File: src/hw/rtl/fcr_pkg.sv
`default_nettype none
package fcr_pkg;

  // Ring geometry; RING_DEPTH must be a power of two (slot = count modulo depth).
  localparam int RING_DEPTH  = 64;
  localparam int FRAME_BYTES = 33;

  localparam int SLOT_W    = $clog2(RING_DEPTH);
  localparam int BYTE_AW   = $clog2(RING_DEPTH * FRAME_BYTES);
  localparam int OFS_W     = $clog2(FRAME_BYTES + 1);
  localparam int GAP_W     = 16;
  localparam logic [GAP_W-1:0] GAP_MAX = '1;

  typedef enum logic [2:0] {
    CMD_RECORD  = 3'd0,
    CMD_READ    = 3'd1,
    CMD_START   = 3'd2,
    CMD_STOP    = 3'd3,
    CMD_FREEZE  = 3'd4,
    CMD_ANOMALY = 3'd5
  } cmd_t;

  typedef enum logic {
    RES_OK        = 1'b0,
    RES_OUT_RANGE = 1'b1
  } res_code_t;

  typedef enum logic [1:0] {
    RD_IDLE,
    RD_FETCH,
    RD_EMIT,
    RD_RANGE
  } rd_state_t;

  typedef struct packed {
    logic [2:0]  cmd;
    logic [7:0]  frame_byte;
    logic        frame_end;
    logic [7:0]  direction;
    logic        crc_good;
    logic [31:0] gap_micros;
    logic [31:0] time_stamp;
    logic [31:0] read_position;
  } in_item_t;

  typedef struct packed {
    logic        result_code;
    logic        armed_flag;
    logic        frozen_flag;
    logic [31:0] entries_recorded;
    logic [31:0] entry_time;
    logic [7:0]  entry_direction;
    logic        entry_crc_good;
    logic [15:0] entry_gap;
    logic [7:0]  data_byte;
    logic        last_of_run;
  } out_item_t;

  typedef struct packed {
    logic [31:0]      stamp;
    logic [7:0]       dir;
    logic             crc;
    logic [GAP_W-1:0] gap;
  } meta_t;

  typedef struct packed {
    logic              meta_we;
    logic [SLOT_W-1:0] meta_addr;
    meta_t             meta_data;
    logic              byte_we;
    logic [BYTE_AW-1:0] byte_addr;
    logic [7:0]        byte_data;
  } wr_req_t;

  typedef struct packed {
    logic               meta_re;
    logic [SLOT_W-1:0]  meta_addr;
    logic               byte_re;
    logic [BYTE_AW-1:0] byte_addr;
  } rd_req_t;

  typedef struct packed {
    logic        armed;
    logic        frozen;
    logic [31:0] total;
  } status_t;

endpackage
`default_nettype wire

File: src/hw/rtl/fcr_reader.sv
`default_nettype none
module fcr_reader (
  input  wire logic              clk,
  input  wire logic              rst_n,
  input  wire logic              in_acc,
  input  wire fcr_pkg::in_item_t in_item,
  input  wire fcr_pkg::status_t  status,
  input  wire fcr_pkg::meta_t    meta_q,
  input  wire logic [7:0]        byte_q,
  output logic                   idle,
  output fcr_pkg::rd_req_t       rd,
  output logic                   out_valid,
  input  wire logic              out_ready,
  output fcr_pkg::out_item_t     out_item
);

  fcr_pkg::rd_state_t          state_r, state_nxt;
  logic [fcr_pkg::SLOT_W-1:0]  slot_r, slot_nxt;
  logic [fcr_pkg::BYTE_AW-1:0] raddr_r, raddr_nxt;
  logic [fcr_pkg::OFS_W-1:0]   k_r, k_nxt;

  logic                        is_read;
  logic                        full;
  logic [31:0]                 avail;
  logic                        out_range;
  logic [fcr_pkg::SLOT_W-1:0]  slot_calc;
  logic                        last_k;
  logic                        emit_pop;

  assign is_read   = in_acc && (in_item.cmd == fcr_pkg::CMD_READ);
  assign full      = status.total >= 32'(fcr_pkg::RING_DEPTH);
  assign avail     = full ? 32'(fcr_pkg::RING_DEPTH) : status.total;
  assign out_range = in_item.read_position >= avail;
  // oldest kept entry sits at the write slot once the ring has wrapped
  assign slot_calc = full ? status.total[fcr_pkg::SLOT_W-1:0] +
                            in_item.read_position[fcr_pkg::SLOT_W-1:0]
                          : in_item.read_position[fcr_pkg::SLOT_W-1:0];
  assign last_k    = k_r == fcr_pkg::OFS_W'(fcr_pkg::FRAME_BYTES - 1);
  assign emit_pop  = (state_r == fcr_pkg::RD_EMIT) && out_ready;

  // next state
  always_comb begin
    state_nxt = state_r;
    unique case (state_r)
      fcr_pkg::RD_IDLE: begin
        if (is_read) begin
          state_nxt = out_range ? fcr_pkg::RD_RANGE : fcr_pkg::RD_FETCH;
        end
      end
      fcr_pkg::RD_FETCH: state_nxt = fcr_pkg::RD_EMIT;
      fcr_pkg::RD_EMIT: begin
        if (out_ready && last_k) begin
          state_nxt = fcr_pkg::RD_IDLE;
        end
      end
      fcr_pkg::RD_RANGE: begin
        if (out_ready) begin
          state_nxt = fcr_pkg::RD_IDLE;
        end
      end
      default: state_nxt = fcr_pkg::RD_IDLE;
    endcase
  end

  // outputs and datapath
  always_comb begin
    slot_nxt  = slot_r;
    raddr_nxt = raddr_r;
    k_nxt     = k_r;
    rd        = '0;
    rd.meta_addr = slot_r;
    rd.byte_addr = raddr_r;
    idle      = state_r == fcr_pkg::RD_IDLE;
    out_valid = (state_r == fcr_pkg::RD_EMIT) || (state_r == fcr_pkg::RD_RANGE);

    out_item.armed_flag       = status.armed;
    out_item.frozen_flag      = status.frozen;
    out_item.entries_recorded = status.total;
    if (state_r == fcr_pkg::RD_RANGE) begin
      out_item.result_code     = fcr_pkg::RES_OUT_RANGE;
      out_item.entry_time      = '0;
      out_item.entry_direction = '0;
      out_item.entry_crc_good  = 1'b0;
      out_item.entry_gap       = '0;
      out_item.data_byte       = '0;
      out_item.last_of_run     = 1'b1;
    end else begin
      out_item.result_code     = fcr_pkg::RES_OK;
      out_item.entry_time      = meta_q.stamp;
      out_item.entry_direction = meta_q.dir;
      out_item.entry_crc_good  = meta_q.crc;
      out_item.entry_gap       = meta_q.gap;
      out_item.data_byte       = byte_q;
      out_item.last_of_run     = last_k;
    end

    if (idle && is_read) begin
      slot_nxt = slot_calc;
    end
    if (state_r == fcr_pkg::RD_FETCH) begin
      rd.meta_re   = 1'b1;
      rd.byte_re   = 1'b1;
      rd.byte_addr = fcr_pkg::BYTE_AW'(fcr_pkg::BYTE_AW'(slot_r) *
                                       fcr_pkg::BYTE_AW'(fcr_pkg::FRAME_BYTES));
      raddr_nxt    = rd.byte_addr;
      k_nxt        = '0;
    end
    // advance to the next byte only when the current one is taken
    if (emit_pop && !last_k) begin
      rd.byte_re   = 1'b1;
      rd.byte_addr = raddr_r + fcr_pkg::BYTE_AW'(1);
      raddr_nxt    = rd.byte_addr;
      k_nxt        = k_r + fcr_pkg::OFS_W'(1);
    end
  end

  always_ff @(posedge clk) begin
    if (!rst_n) begin
      state_r <= fcr_pkg::RD_IDLE;
    end else begin
      state_r <= state_nxt;
    end
  end

  always_ff @(posedge clk) begin
    slot_r  <= slot_nxt;
    raddr_r <= raddr_nxt;
    k_r     <= k_nxt;
  end

endmodule
`default_nettype wire

File: config.mk
export PLATFORM = sky130hd
export DESIGN_NAME = fcr_reader
export DESIGN_NICKNAME = d
export VERILOG_FILES = /design/src/hw/rtl/fcr_pkg.sv /design/src/hw/rtl/fcr_reader.sv
export SDC_FILE = /design/constraint.sdc
export NUM_CORES = 1
export LEC_CHECK = 0
export ABC_AREA = 1
export BUFFER_PORTS_ARGS = -buffer_cell sky130_fd_sc_hd__buf_2
export CAP_MARGIN = 20
export CORE_AREA = 2 2 132 134
export DETAILED_ROUTE_END_ITERATION = 8
export DIE_AREA = 0 0 134 136
export PLACE_DENSITY = 0.61
export SLEW_MARGIN = 10
export SYNTH_ARGS = -nofsm -noshare
export SYNTH_HDL_FRONTEND = slang
export SYNTH_SLANG_ARGS = --single-unit
File: constraint.sdc
create_clock -name clk -period 2.06 [get_ports clk]
set_input_delay 0.206 -clock clk [delete_from_list [all_inputs] [get_ports clk]]
set_output_delay 0.206 -clock clk [all_outputs]
set_load 0.005 [all_outputs]
==> out/metrics.cfg, run 1 <==
[grt]
grt_first_pass_wirelength_um = 17920
grt_start_max_net_pins = 38
grt_overflow = 0
grt_pass1_vias = 3676
antenna_found_initial = 0
track_usage_pct = 11.88

[synth]
synth_most_common_cell = nor2_1
synth-seq-area-share_pct = 21.69
ys_top_cells_by_area = edfxtp_1, ha_1, nor2_1
ys_ff_latch = 26
ys_types = 37
synth_top_area_share_pct = 20.55
synthCells = 540
synth_common_cells = nor2_1, inv_1, nand2_1
avgSynthCellArea_um2 = 6.495
async_flop_share_pct = 0
synth_top_area_cell = edfxtp_1
synth_edf_count = 24
yosys_warnings = 0
synth_area_um2 = 3507
synth_ff_type = edfxtp_1

[setup_path]
required_ps = 1850
r2r_slack_ps = 270
cp.buffers_inverters = 2
arrival_ps = 1890
crit_start = raddr_r[1]
end_kind = output pin
crit_chain = ha_2 -> nand2_2 -> inv_2 -> nand4_1 -> nor2_2 -> nand2_1 -> o21ai_1 -> nand3_1 -> nand2_2 -> buf_6
crit_type = register to output pin
cp_max_fo = 4
crit_family = simple AND/OR/NAND/NOR gates
reg2reg_from = raddr_r[1]
critPathLaunchType = register
cpMostUsedCell = nand2_2
slowest_stage = edfxtp_1
max_stage_delay_ps = 400

[final_layout]
final_area_um2 = 5514
seq_area_um2 = 760.7
final_nets = 1093
multiInputGateArea_um2 = 2277
drive_gt1_share_pct = 43.53
insertedDiodeCount = 0
final_core_util_pct = 32.67
syn_to_final_growth_pct = 57.22
nFillCells = 1861

[placed_design]
place_congestion = 0.7892
placed_area_um2 = 5096
io_buffers = 256
hpwl_um = 10190
place_ws_ps = -224.6

[timing]
whs_ps = 169.6
setup_viol = 2
rsz0062_at_grt = true
clock.fmax_ghz = 0.4773
period_share_pct = 101.7
fin_ws_ps = -35.25
final.min_clock_period_ps = 2095
slew_violations = 0
finalHoldViolCount = 0
clock_skew_ps = 4.888

[routing]
wl_per_cell_um = 11.24
drt_iter0_drc = 133
viasPerCell = 3.878
vias = 4080
wl_um = 11830
drc = 0
drt_pass1_iterations = 4
drtAntennaViolNets = 0

[clock_tree]
root_buffer = clkbuf_16
insertion_delay_ps = 260
cts_hold_buffers = 0
cts_num_sinks = 26
cts_max_level = 1
clk_pin_slew_ps = 70
cts_tree = yes
cts_buffers = 3
ctsLongestPathBuffers = 2

[floorplanning]
die-area_um2 = 18220
start_util_pct = 20.78
core-area_um2 = 16880
die_w_um = 134
core.rowCount = 48
io_pins = 343
die_h_um = 136

[power]
clkPwrFrac_pct = 26.0
power.internal_mw = 1.185
power_density_nw_per_um2 = 304.7
p_sw_mw = 0.4953
pwr-share-comb_pct = 38.0
leakage_nw = 3.158
peakVddDrop_uv = 410.8
p_sw_share_pct = 29.48
seqPwrFrac_pct = 36.1
p_total_mw = 1.680

[status]
status = finished, violations left
failed_checks = negative setup slack

[hold_path]
min_from = rst_n
hold_class = input pin to register

[run]
drv_cap = 0

==> stage by stage <==
stage,TNS [ps],instances
floorplan,0,564
global placement,-261.2,1028
detailed placement,-224.6,1028
CTS,-131.2,1048
global route,-1186,1052
finish,-63.15,1052
==> layout by cell type, fill, tap and decap left out, drive strengths merged, types with 2 or more instances in the layout <==
| master | count |
|---|---|
| xor2 | 7 |
| buf | 307 |
| o21a | 2 |
| nor4 | 4 |
| clkbuf | 4 |
| nor3 | 5 |
| nor2 | 111 |
| a21o | 2 |
| conb | 25 |
| o21ai | 35 |
| or2 | 2 |
| a21oi | 18 |
| nand4 | 10 |
| xnor2 | 3 |
| nand2 | 101 |
| edfxtp | 24 |
| dfxtp | 2 |
| nand3 | 13 |
| inv | 101 |
| ha | 44 |
==> per-layer routing <==
layer | global-route usage (%) | wire length [um] | vias up
li1 | - | - | 2204
met3 | 2.051 | 664 | 9
met1 | 16.92 | 5452 | 1764
met5 | 0 | 0 | -
met4 | 1.950 | 120 | 0
met2 | 19.06 | 5591 | 103
==> power groups by stage <==
stage	clock [mW]	combinational (mW)	sequential, mW
2_1_floorplan	0	0.322	0.614
3_3_place_gp	0	0.607	0.616
3_5_place_dp	0	0.614	0.616
4_1_cts	0.453	0.629	0.605
5_1_grt	0.470	0.730	0.607
6_report	0.436	0.638	0.606
==> registers in the layout, summed over array words and instances (netlist names) <==
name	cells
k_r	6
slot_r	6
state_r	2
raddr_r	12
==> final timing paths <==
path                  to  cells after the start
max               rd[10]                     10
min           state_r[0]                      2
max reg2reg  raddr_r[10]                     10
min reg2reg   raddr_r[0]                      3
==> cell type report <==
class                   instances  area share [%]
multi-input cells             389           41.30
repair buffers                307           31.45
flip-flops and latches         26           13.80
inverters                     101           6.921
well taps                     225           5.106
clock buffers                   4           1.430
==> cells by family after synthesis <==
| logic type | count (synthesis) | synth area share (%) |
|---|---|---|
| compound gates | 60 | 9.133 |
| xor+xnor | 10 | 2.497 |
| fa+ha+maj | 45 | 16.27 |
| buf+inv | 149 | 20.34 |
| flops | 26 | 21.69 |
| other cells | 1 | 0.1069 |
| simple gates | 249 | 29.97 |
==> timing repair <==
action                     CTS  global route
gates resized for setup     19            46
setup endpoints to repair    9            15
cloned                       1             0
buffers inserted            15             6
pin swaps                    9            20
No activity file was read; power rests on OpenSTA's default activity.
==> inputs of run 2 (changes only) <==
CELL_PAD_IN_SITES_DETAIL_PLACEMENT = 1   (was not set)
CELL_PAD_IN_SITES_GLOBAL_PLACEMENT = 1   (was not set)
CORE_AREA = 2 2 133 135   (was 2 2 132 134)
DIE_AREA = 0 0 135 137   (was 0 0 134 136)
PLACE_DENSITY = 0.86   (was 0.61)
==> run 2 against run 1 <==
Compared with the run above: the flow still finishes with violations (negative setup slack); critical path depth increased by 1; final area grew 13%; clock skew down 3.5 ps; total power increased by 7.3%; die area increased by 1.5%; via count grew 12%.
==> out/metrics.cfg, run 2 (same netlist as run 1, synthesis figures left out) <==
[status]
status = finished, violations left
failed_checks = negative setup slack

[timing]
clock.fmax_ghz = 0.4404  ; -7.7%
finalHoldViolCount = 0  ; unchanged
clock_skew_ps = 1.423  ; -3.465 ps
final.min_clock_period_ps = 2271  ; +175.5 ps
slew_violations = 0  ; unchanged
fin_ws_ps = -210.8  ; -175.5 ps
fin_tns_setup_ps = -1191  ; -1128 ps
setup_viol = 13  ; +11
period_share_pct = 110.2  ; +8.5 points
rsz0062_at_grt = true

[clock_tree]
cts_buffers = 3  ; unchanged
cts_tree = yes
insertion_delay_ps = 260  ; about the same
cts_max_level = 1  ; unchanged
clk_pin_slew_ps = 70  ; about the same
cts_num_sinks = 26  ; unchanged
root_buffer = clkbuf_16
ctsLongestPathBuffers = 2  ; unchanged

[setup_path]
crit_type = register to output pin
end_kind = output pin
arrival_ps = 2060  ; +170 ps
max_stage_delay_ps = 410  ; about the same
reg2reg_from = slot_r[5]
cp.buffers_inverters = 2  ; unchanged
crit_family = adder cells
slowest_stage = edfxtp_1
r2r_slack_ps = -170  ; -440 ps
cp_max_fo = 2  ; -2
reg2reg_depth = 13  ; +3
critPathLaunchType = register
endpoint = rd[10]
crit_chain = ha_2 -> ha_4 -> ha_4 -> buf_4 -> nand3_2 -> xnor2_2 -> nand2_2 -> nand2_2 -> o21ai_1 -> nand2_1 -> buf_2
required_ps = 1850  ; about the same
r2r-end = raddr_r[10]
crit_start = slot_r[5]
cp.depth = 11  ; +1

[floorplanning]
die_h_um = 137  ; +0.74%
io_pins = 343  ; unchanged
die-area_um2 = 18500  ; +1.5%
die_w_um = 135  ; +0.75%
start_util_pct = 20.56  ; -0.22 points
core-area_um2 = 17060  ; +1.1%
core.rowCount = 48  ; unchanged

[final_layout]
final_common_cell = buf_2
largestRegisters = raddr_r (12), k_r (6), slot_r (6)
final_area_um2 = 6206  ; +13%
drive_gt1_share_pct = 50.69  ; +7.2 points
layout.cells.most_common_list = buf_2, nor2_1, inv_1
largest_register_ffs = 12  ; unchanged
nFillCells = 2223  ; +19%
final_cells = 1093  ; +3.9%
syn_to_final_growth_pct = 76.95
top_register = raddr_r
final_nets = 1132  ; +3.6%

[routing]
vias = 4567  ; +12%
drc = 0  ; unchanged
viasPerCell = 4.178  ; +7.7%
wl_um = 16070  ; +36%
drtAntennaViolNets = 0  ; unchanged
drt_iter0_drc = 174  ; +31%
wl_per_cell_um = 14.70  ; +31%
drt_pass1_iterations = 4  ; unchanged

[placed_design]
hpwl_um = 11530  ; +13%
io_buffers = 256  ; unchanged
placed_area_um2 = 5094  ; about the same
place_inst = 1031  ; +0.29%
place_ws_ps = -390.8  ; -166.2 ps
place_congestion = 0.7865  ; -0.34%

[grt]
track_usage_pct = 13.95  ; +2.1 points
globalRouteMet3Util_pct = 2.852  ; +0.80 points
antenna_found_initial = 2  ; +2
top_usage_layer = met2
grt_util_met1_pct = 16.85  ; -0.069 points
grt_first_pass_wirelength_um = 21020  ; +17%
grt_overflow = 0  ; unchanged
met2_usage_pct = 25.75  ; +6.7 points
grt_start_max_net_pins = 67  ; +76%
grt_pass1_vias = 4312  ; +17%

[run]
drv_cap = 0  ; unchanged

[hold_path]
hold_class = input pin to register
min_path_cells = 2  ; unchanged

[power]
leakage_nw = 3.473  ; +10%
power_density_nw_per_um2 = 290.6  ; -4.6%
peakVddDrop_uv = 258.6  ; -37%

## run 2: cell types whose count changed in the layout (fill, tap and decap cells not counted), moves of 7 or more
cell and delta:
nor2_1 -7, ha_1 -7, buf_6 +15, nand2_1 -14
buf_2 -8, nand2_2 +8, buf_4 +28
## run 2: how the worst min path moves through the flow
stage,from,endpoint,slack [ps]
2_1_floorplan,rst_n,state_r[1],320
5_1_grt,rst_n,state_r[0],190
6_report,rst_n,state_r[0],180
4_1_cts,rst_n,state_r[1],170
3_5_place_dp,status[33],out_item[99],410
3_3_place_gp,status[33],out_item[99],410
## run 2: per-layer routing
metal	wire length, um	up-vias	part of all wire (%)
li1	-	2289	-
met1	6209	2138	39
met2	8766	118	55
met3	788	22	4.9
met4	303	0	1.9
met5	0	-	0
## run 2: power breakdown
group	switching (mW)	internal (mW)	total [mW]	leakage, nW
combinational	0.363	0.379	0.742	3.20
clock	0.188	0.265	0.454	0.0382
sequential	0.0150	0.593	0.608	0.236
total	0.567	1.24	1.80	3.47
## run 2: worst reg2reg max path: stages (launching register included)
cell and delay [ps]:
edfxtp_1 410, ha_2 220, ha_4 170, ha_4 170, buf_4 130, nand3_2 80, xnor2_2 120, nand2_2 110
buf_4 150, buf_4 130, buf_4 130, buf_4 130, buf_4 120, nand2_1 50
## run 2: metrics by stage
stage               util [%]  total power, mW  hold slack (ps)
floorplan                  -           0.9363            315.2
finish                 36.39            1.804            176.2
global placement       29.86            1.222            412.4
CTS                    32.34            1.713            171.8
detailed placement     29.86            1.247            412.4
global route           36.36            1.916            185.6
## run 2: final cells by class
class	count	area, um2	area share [%]
Sequential cell	26	760.7	12.26
Inverter	101	395.4	6.371
Multi-Input combinational cell	389	2559	41.23
Tap cell	225	281.5	4.536
Timing Repair Buffer	345	2118	34.13
Antenna cell	2	5.005	0.08065
Clock buffer	4	78.83	1.270
Timing Repair inverter	1	7.507	0.1210
## run 2: repair_timing
item                       in CTS  in global routing
setup buffers                  30                 29
setup endpoints to repair      14                 17
hold buffers                    0                  0
resized for setup              37                113
gates cloned                    1                  1
pin swaps                      20                 50
==> inputs of run 3 (changes only) <==
ABC_AREA = not set   (was 1)
CORE_AREA = 2 2 131 133   (was 2 2 133 135)
DIE_AREA = 0 0 133 135   (was 0 0 135 137)
PLACE_DENSITY = 0.85   (was 0.86)
==> run 3 against run 2 <==
Compared with the run above: the run still ends with negative setup slack left; non-clock buffer count decreased by 26; critical path depth down 2; total power grew 3.9%; register-to-register slack gained 190 ps.
==> out/metrics.cfg, run 3 <==
[status]
status = finished, violations left
failed_checks = negative setup slack

[floorplanning]
die_w_um = 133  ; -1.5%
start_util_pct = 20.96  ; +0.40 points
core-area_um2 = 16410  ; -3.8%
core.rowCount = 47  ; -2.1%
die_h_um = 135  ; -1.5%
die-area_um2 = 17960  ; -2.9%
io_pins = 343  ; unchanged

[routing]
drt_iter0_drc = 139  ; -20%
viasPerCell = 4.547  ; +8.8%
wl_per_cell_um = 16.90  ; +15%
wl_um = 15850  ; -1.3%
vias = 4265  ; -6.6%
drt_pass1_iterations = 4  ; unchanged
drtAntennaViolNets = 0  ; unchanged
drc = 0  ; unchanged

[synth]
ys_ff_latch = 26  ; unchanged
synth_edf_count = 24  ; unchanged
synth_top_area_cell = edfxtp_1
synth_top_area_share_pct = 20.95  ; +0.40 points
ys_top_cells_by_area = edfxtp_1, ha_1, and2_1
synth_ff_type = edfxtp_1
synth-seq-area-share_pct = 22.12  ; +0.43 points
avgSynthCellArea_um2 = 8.170  ; +26%
synth_area_um2 = 3440  ; -1.9%
ys_types = 54  ; +46%
synthCells = 421  ; -22%
async_flop_share_pct = 0  ; unchanged
synth_most_common_cell = and2_1
yosys_warnings = 0  ; unchanged
synth_common_cells = and2_1, ha_1, nand2_1

[setup_path]
required_ps = 1850  ; about the same
slowest_stage = edfxtp_1
arrival_ps = 2130  ; +70 ps
crit_chain = inv_2 -> ha_4 -> buf_6 -> a311o_1 -> nand2_2 -> buf_12 -> a21oi_4 -> a311oi_2 -> buf_2
cp_max_fo = 4  ; +2
max_stage_delay_ps = 390  ; -20 ps
crit_type = register to output pin
reg2reg_depth = 8  ; -5
critPathLaunchType = register
end_kind = output pin

[timing]
setup_viol = 12  ; -1
period_share_pct = 113.4  ; +3.2 points
slew_violations = 0  ; unchanged
clock_skew_ps = 4.743  ; +3.320 ps
fin_ws_ps = -276.1  ; -65.28 ps
final.min_clock_period_ps = 2336  ; +65.28 ps
finalHoldViolCount = 0  ; unchanged
clock.fmax_ghz = 0.4281  ; -2.8%
rsz0062_at_grt = true

[placed_design]
io_buffers = 256  ; unchanged
hpwl_um = 12340  ; +7.1%
place_inst = 905  ; -12%
placed_area_um2 = 5129  ; +0.69%
place_congestion = 0.8478  ; +7.8%
place_ws_ps = -345.0  ; +45.84 ps

[final_layout]
final_area_um2 = 5772  ; -7.0%
final_cells = 938  ; -14%
largestRegisters = raddr_r (12), k_r (6), slot_r (6)
top_register = raddr_r
largest_register_ffs = 12  ; unchanged
drive_gt1_share_pct = 52.93  ; +2.2 points
final_common_cell = buf_2
layout.cells.most_common_list = buf_2, and2_1, buf_4
final_nets = 982  ; -13%
syn_to_final_growth_pct = 67.81

[hold_path]
hold_class = input pin to register
min_path_cells = 2  ; unchanged

[grt]
grt_pass1_vias = 4375  ; +1.5%
grt_start_max_net_pins = 69  ; +3.0%
antenna_found_initial = 4  ; +2
track_usage_pct = 16.10  ; +2.1 points
grt_overflow = 0  ; unchanged
grt_first_pass_wirelength_um = 22940  ; +9.1%

[clock_tree]
cts_max_level = 1  ; unchanged
ctsLongestPathBuffers = 2  ; unchanged
clk_pin_slew_ps = 80  ; about the same
cts_tree = yes
root_buffer = clkbuf_16
insertion_delay_ps = 280  ; +20 ps
cts_hold_buffers = 0  ; unchanged
cts_buffers = 3  ; unchanged
cts_num_sinks = 26  ; unchanged

[run]
drv_cap = 0  ; unchanged

[power]
power_density_nw_per_um2 = 324.8  ; +12%
peakVddDrop_uv = 240.5  ; -7.0%
leakage_nw = 2.802  ; -19%

run 3: per-stage QoR:
step / hold slack (ps) / TNS [ps] / power (mW) / utilization [%]
floorplan: 323.5 / 0 / 0.9145 / -
global placement: 412.1 / -264.5 / 1.208 / 31.26
detailed placement: 412.1 / -473.1 / 1.227 / 31.26
CTS: 164.9 / -1556 / 1.843 / 33.55
global route: 159.0 / -3167 / 1.966 / 35.15
finish: 158.7 / -2231 / 1.875 / 35.18
run 3: kinds of logic after synthesis:
logic type / share of synthesized area, %
other cells: 0.1090
buf+inv: 11.49
mux: 1.200
fa+ha+maj: 16.59
xor+xnor: 5.093
flops: 22.12
simple gates: 27.17
compound gates: 16.22
run 3: where the power goes:
group          total (mW)  leakage, nW  internal (mW)  switching [mW]
Sequential          0.602        0.235          0.589          0.0138
Combinational       0.667         2.52          0.359           0.308
Clock               0.605       0.0511          0.388           0.217
Total                1.87         2.80           1.34           0.539
run 3: worst paths after layout:
path	from	end	slack, ps
worst min-delay path	rst_n	state_r[0]	160
worst max register to register	k_r[1]	state_r[1]	20
worst min register to register	slot_r[0]	raddr_r[0]	710
worst max-delay path	k_r[1]	rd[3]	-280
run 3: per-layer routing:
layer,wire length (um),share of wire (%),global-route usage (%)
met5,0,0,0
met4,445,2.8,4.719
met3,1431,9.0,4.204
met2,8281,52,31.46
met1,5695,36,16.81
run 3: repair_timing:
action,in CTS,in global routing
pin swaps,15,19
endpoints found under the hold margin,0,0
endpoints found under the setup margin,13,15
gates resized for setup,25,48
setup buffers,18,10
run 3: layout make-up:
class	count	area [um2]
clock buffers	3	75.07
repair buffers	319	1898
flip-flops and latches	26	762.0
diodes	2	5.005
clock inverters	1	30.03
multi-input cells	352	2670
well taps	220	275.3
inverters	15	56.30
fillers	2020	10640
run 3: critical path, delay by kind of cell (launching register included):
family | cells | cell delay, ps
flip-flops | 1 | 390
AO/OA/AOI/OAI | 3 | 670
buffers and inverters | 4 | 500
adder cells (fa/ha/maj) | 1 | 160
AND/OR/NAND/NOR | 1 | 150
